### src/rtl/lzrm_pkg.sv
// Package for the LZ run-and-match decoder: sizes, codes and shared types.
// Used by lzrm_addr_unit, the decoder core and the testbench; depends on nothing.
package lzrm_pkg;

  localparam int unsigned HIST_DEPTH = 4096;
  localparam int unsigned HIST_AW    = $clog2(HIST_DEPTH);
  localparam int unsigned MAX_OUTPUT = 65536;
  localparam int unsigned CNT_W      = $clog2(MAX_OUTPUT + 1);
  localparam int unsigned BYTE_W     = 8;
  localparam int unsigned DIST_W     = 12;
  localparam int unsigned LEN_W      = 5;
  localparam int unsigned TUSER_W    = 4;

  localparam logic [BYTE_W-1:0] LIT_TOKEN_MAX = 8'h0F;

  typedef enum logic [1:0] {
    PH_TOKEN,
    PH_LITERAL,
    PH_DISTANCE
  } phase_e;

  typedef enum logic [1:0] {
    STAT_OK       = 2'd0,
    STAT_TOO_FAR  = 2'd1,
    STAT_FULL     = 2'd2,
    STAT_TRUNC    = 2'd3
  } status_e;

  typedef enum logic [1:0] {
    S_IDLE,
    S_EVAL,
    S_COPY_RD,
    S_COPY_WR
  } seq_e;

  typedef struct packed {
    logic [HIST_AW-1:0] rd_addr;
    logic               too_far;
    logic               full;
    logic               near_full;
  } addr_info_t;

  typedef struct packed {
    logic [BYTE_W-1:0] data;
    logic              valid_byte;
    logic              last;
    status_e           status;
    logic              stream_end;
  } result_t;

endpackage

### src/rtl/lzrm_addr_unit.sv
// Shared address and bound unit: history read address and count compares.
// Depends on lzrm_pkg.
module lzrm_addr_unit (
  input  logic [lzrm_pkg::CNT_W-1:0]  produced_i,
  input  logic [lzrm_pkg::DIST_W-1:0] dist_i,
  output lzrm_pkg::addr_info_t        info_o
);
  import lzrm_pkg::*;

  always_comb begin
    info_o.rd_addr   = produced_i[HIST_AW-1:0] - HIST_AW'(dist_i);
    info_o.too_far   = CNT_W'(dist_i) > produced_i;
    info_o.full      = produced_i >= CNT_W'(MAX_OUTPUT);
    info_o.near_full = produced_i == CNT_W'(MAX_OUTPUT - 1);
  end

endmodule

### config.mk
export PLATFORM = sky130hd
export DESIGN_NAME = lzrm_addr_unit
export DESIGN_NICKNAME = d
export VERILOG_FILES = /design/src/rtl/lzrm_pkg.sv /design/src/rtl/lzrm_addr_unit.sv
export SDC_FILE = /design/constraint.sdc
export NUM_CORES = 1
export LEC_CHECK = 0
export BUFFER_PORTS_ARGS = -buffer_cell sky130_fd_sc_hd__buf_2
export CORE_ASPECT_RATIO = 1.25
export CORE_MARGIN = 2
export CORE_UTILIZATION = 45
export DETAILED_ROUTE_END_ITERATION = 16
export PLACE_DENSITY = 0.8
export SLEW_MARGIN = 10
export SYNTH_ARGS = -nofsm -noshare
export SYNTH_HDL_FRONTEND = slang
export SYNTH_SLANG_ARGS = --single-unit
### constraint.sdc
create_clock -name vclk -period 2.25
set_clock_uncertainty 0.1 [all_clocks]
set_input_delay 0.45 -clock vclk [all_inputs]
set_output_delay 0.45 -clock vclk [all_outputs]
set_load 0.005 [all_outputs]
==> results of run 1 <==
## through the flow
stage	TNS [ns]	power (W)
6_report	-1.73	0.000526
5_1_grt	-2.11	0.000554
2_1_floorplan	-0.0119	0.000198
4_1_cts	-0.861	0.000451
3_3_place_gp	-1.43	0.000356
3_5_place_dp	-1.88	0.000373
## cell type report
cell class	count	share of cell area
repair buffers	87	0.344
inverters	26	0.0602
multi-input cells	103	0.582
well taps	20	0.0137
## cell families after synthesis
| kind of cell | Yosys count | synth area share |
|---|---|---|
| simple gates | 38 | 0.203 |
| xor+xnor | 8 | 0.0730 |
| mux | 2 | 0.0209 |
| compound gates | 31 | 0.252 |
| buf+inv | 32 | 0.130 |
| fa+ha+maj | 24 | 0.321 |
## what timing repair did
| item | CTS | global route |
|---|---|---|
| endpoints found under the setup margin | 9 | 10 |
| setup buffers | 8 | 4 |
| pin swaps | 30 | 20 |
| resized for setup | 50 | 16 |
## layout by cell type, fill, tap and decap left out, types with 4 or more instances in the layout
cell | synthesis | routed
a21o_1 | 6 | 6
a21oi_1 | 7 | 5
buf_2 | 4 | 35
buf_4 | 0 | 39
buf_6 | 0 | 9
buf_8 | 0 | 4
ha_1 | 23 | 12
ha_4 | 0 | 10
inv_1 | 26 | 20
nand2_1 | 5 | 5
nand3_1 | 6 | 5
nor2_1 | 9 | 8
xnor2_1 | 7 | 5
## power by group through the flow
stage	registers [W]	logic (W)	clock network [W]
CTS	0	0.000451	0
floorplan	0	0.000198	0
finish	0	0.000526	0
detailed placement	0	0.000373	0
global route	0	0.000554	0
global placement	0	0.000356	0
## layer usage
layer	vias up	track usage
met1	680	0.378
met2	109	0.584
met5	-	0
met3	38	0.0422
li1	626	-
met4	0	0.185
## critical path, delay by kind of cell
kind	cells	cell delay, ns
XOR/XNOR	1	0.19
AO/OA/AOI/OAI	2	0.28
adder cells (fa/ha/maj)	2	0.52
AND/OR/NAND/NOR	2	0.33
buffers and inverters	3	0.26
## how the worst max path moves through the flow
stage,cells after the start,to,slack (ns),from
finish,10,info_o[13],-0.34,produced_i[0]
global route,9,info_o[13],-0.39,produced_i[9]
CTS,9,info_o[13],-0.19,dist_i[0]
detailed placement,10,info_o[13],-0.32,produced_i[0]
global placement,10,info_o[13],-0.27,produced_i[0]
floorplan,8,info_o[13],-0.01,produced_i[0]
==> impl_results.md, run 1 <==
* DRC at 0
* Hold Crit Class: in2out
* WL met3 at 370 µm
* WP data arrival at 2.04 ns
* Row count at 18
* Dpl ws at -0.321 ns
* Post-Synthesis Cell Area at 960 µm²
* First-pass GRT wire length at 6480 µm
* Yosys cell types at 36
* Synth warn at 0
* Worst Hold Path EP: info_o[1]
* Initial antenna violation count at 0
* Final setup margin at -0.343 ns
* Max cap viols at 0
* Area of the multi-input gates at 1070 µm²
* DRT met1 WL at 1730 µm
* Register area at 0 µm²
* I/O pin count at 44
* Layout Cells excl Fill at 236
* Final instance area at 1830 µm²
* Status: finished, violations left
* DR vias at 1453
* Sequential-to-total area share from yosys stat at 0
* Initial DRC Count at 75
* Top post-synthesis cells by area: ha_1 30%, inv_1 10%, xnor2_1 6.4%, a21o_1 4.7%, a21oi_1 3.7%
* Gr ovfl total at 0
* Logic pwr share at 1.000
* Leak at 0.982 nW
* Critical Path Source Type: input pin
* P&R area growth vs syn at 90.7%
* Final min period at 2.59 ns
* Final GP Congestion at 0.889
* RSZ-0062 raised after global routing: yes
* Worst setup EP type: output pin
* Highest routed layer: met4
* Total Routed Length at 4910 µm
* Seq cells at 0
* Met2 WL post-DR at 2400 µm
* Largest net degree at the start of global routing at 7
* Clock power frac at 0
* Fmax at 386 MHz
* WP data required at 1.70 ns
* GRT Util Overall at 0.338
* FILL cells at 78
* Final HPWL DP at 2640 µm
* Count leader, synth: inv_1
* Reg power frac at 0
* Top cell type's share of synthesized area at 0.300
* Most frequent cells after synthesis: 26 x inv_1, 23 x ha_1, 9 x nor2_1
* Max Slew Vio Count at 0
* Worst hold start: produced_i[16]
* Core area at 2000 µm²
* Die span in y at 55.6 µm
* Dpl cells at 225
* Crit share post-route at 1.15
* Starting Density at 0.479
* Slew @ Worst Pin at 0.267 ns
* Setup CP Type: in2out
* Hold_ws at 1.01 ns
* NetSw at 0.000252 W
* Worst vdd ir at 0.203 mV
* Crit-path max FO at 2
* Max-Slew Margin vs Limit at 0.821
* Final core utilization at 0.913
* Layout cells sized above 1 at 0.569
* Largest stage delay on the critical path at 0.37 ns
* Final count of negative-setup-slack endpoints at 9
* Number of global-route vias before repair at 1440
* Wire per inst at 20.8 µm
* Routed Antenna Nets at 0
* Pre-antenna DRT Iters at 4
* Ant diodes at 0
* Violated checks: setup timing
* Dpl cell area at 1430 µm²
* Syn nets at 188
* Hold depth at 2
* Sw Ratio at 0.480
* Pint at 0.000274 W
* Die area at 2520 µm²
* Pwr dens at 287 nW/µm²
* Vias per inst at 6.16
* Synth Instances at 135
* Final hold vios at 0
* Port Buffer Count at 44
* Nets at 271
* Crit-path cells: buf_8, inv_4, ha_4, fa_2, nor2b_4, o2111ai_2, nand3b_1, a31oi_1, xnor2_1, buf_2
* Yosys top cell by area: ha_1
* Syn avg cell area at 7.11 µm²
* Cts hold-fix bufs at 0
* CLK BUF at 0
* Crit path max-delay cell type: fa_2
* Die Wd at 45.3 µm
(Power assumes the default switching activity.)
==> run 2, diff against run 1 <==
- CORE_UTILIZATION: 45 -> 50
- PLACE_DENSITY: 0.8 -> 0.85
- RECOVER_POWER: default -> 100
- SETUP_SLACK_MARGIN: default -> 0.15
- clock period: 2.25 -> 2.51 ns (I/O delays scaled with it)
==> run 2 against run 1 <==
The run still ends with setup timing left; power down 13%; wire length up 10%; final cell count down 4.7%; critical path depth down 1; setup slack better by 0.21 ns; worst hold slack better by 0.12 ns; first-iteration DRC count down 6.7%; flip-flop and latch count unchanged; utilization up 3.4 points; non-clock buffer count down 11; largest cell class unchanged.
==> impl_results.md, run 2 (synthesis results as in run 1) <==
* Status: finished, violations left
* Violated checks: setup timing
* CLK BUF at 0 (unchanged)
* Die Wd at 43.2 µm (-4.7%)
* Setup CP Type: in2out
* Setup TNS Final at -0.743 ns (+0.983 ns)
* Worst vdd ir at 0.173 mV (-15%)
* Total Routed Length at 5400 µm (+10%)
* Worst setup EP type: output pin
* Final core utilization at 0.947 (+0.0342)
* Dpl cell area at 1350 µm² (-5.9%)
* Port Buffer Count at 44 (unchanged)
* WP data required at 1.91 ns (+0.21 ns)
* Gr ovfl total at 0 (unchanged)
* Final count of negative-setup-slack endpoints at 7 (-2)
* Final min period at 2.65 ns
* Number of global-route vias before repair at 1333 (-7.4%)
* Hold_ws at 1.14 ns (+0.124 ns)
* Critical Path Source Type: input pin
* RSZ-0062 raised after global routing: yes
* Seq cells at 0 (unchanged)
* Hold Crit Class: in2out
* Die area at 2290 µm² (-9.2%)
* Final HPWL DP at 2320 µm (-12%)
* DR vias at 1513 (+4.1%)
* Layout cells sized above 1 at 0.551 (-0.0182)
* Max Slew Vio Count at 0 (unchanged)
* DRC at 0 (unchanged)
* Final setup margin at -0.137 ns (+0.206 ns)
* Nets at 260 (-4.1%)
* Most frequent cells in the layout: 38 x buf_2, 29 x buf_4, 20 x inv_1
* Largest net degree at the start of global routing at 7 (unchanged)
* Wire per inst at 24.0 µm (+16%)
* Final hold vios at 0 (unchanged)
* Max-Slew Margin vs Limit at 0.785 (-0.0352)
* GRT Util Overall at 0.321 (-0.0171)
* Design Power at 0.000459 W (-13%)
* Vias per inst at 6.72 (+9.2%)
* Most common cell after layout, fill and taps aside: buf_2
* Row count at 17 (-1)
* FILL cells at 53 (-32%)
* Final GP Congestion at 0.908 (+2.1%)
* Leak at 0.886 nW (-9.8%)
* WP data arrival at 2.05 ns (about the same)
* Max cap viols at 0 (unchanged)
* Final instance area at 1690 µm² (-7.5%)
* Starting Density at 0.537 (+0.0583)
* Slew @ Worst Pin at 0.313 ns (+0.0459 ns)
* Die span in y at 53.0 µm (-4.8%)
* Fmax at 378 MHz
* Core area at 1790 µm² (-11%)
* First-pass GRT wire length at 5630 µm (-13%)
* Initial antenna violation count at 0 (unchanged)
* Crit share post-route at 1.05
* Initial DRC Count at 70 (-6.7%)
* Pwr dens at 271 nW/µm² (-5.7%)
* Pre-antenna DRT Iters at 5 (+1)
* Register area at 0 µm² (unchanged)
* Crit-path max FO at 5 (+3)
* I/O pin count at 44 (unchanged)
* Routed Antenna Nets at 0 (unchanged)
* P&R area growth vs syn at 76.4%
run 2: final timing paths:
kind / slack [ns] / end / depth (start not counted) / start
max: -0.14 / info_o[12] / 9 / dist_i[3]
min: 1.14 / info_o[1] / 2 / produced_i[16]
run 2: area by class of cell:
class | instances | area (µm²) | share of cell area
diodes | 1 | 2.50 | 0.00148
repair buffers | 76 | 509 | 0.301
multi-input cells | 103 | 1050 | 0.622
well taps | 19 | 23.8 | 0.0140
inverters | 26 | 105 | 0.0621
run 2: routing by layer:
layer	GRT usage	vias to the layer above	share of wire
met2	0.632	151	0.48
met1	0.314	691	0.34
li1	-	616	-
met5	0	-	0
met4	0.202	0	0.10
met3	0.0239	55	0.081
run 2: metrics by stage:
step / instances / setup WS, ns
finish: 225 / -0.137
global route: 224 / -0.224
CTS: 218 / -0.0475
detailed placement: 213 / -0.117
global placement: 213 / -0.0992
floorplan: 135 / 0.144
run 2: critical path, cell delays in order:
cell and delay (ns):
buf_2 0.13, inv_1 0.07, ha_1 0.21, a21o_1 0.20, a31o_4 0.26, a31oi_4 0.24
nand3_2 0.12, o311ai_1 0.13, buf_2 0.18
run 2: report_power, final:
part	switching [W]	total (W)	internal, W	leakage, nW
clock	0	0.0000000000534	0.0000000000533	0.00000634
combinational	0.000234	0.000459	0.000225	0.886
sequential	0	0	0	0
run 2: repair_timing:
item	in CTS	in global routing
endpoints found under the hold margin	0	0
pin swaps	27	21
gates resized for setup	31	24
buffers inserted	5	6
hold buffers	0	0
endpoints found under the setup margin	9	10
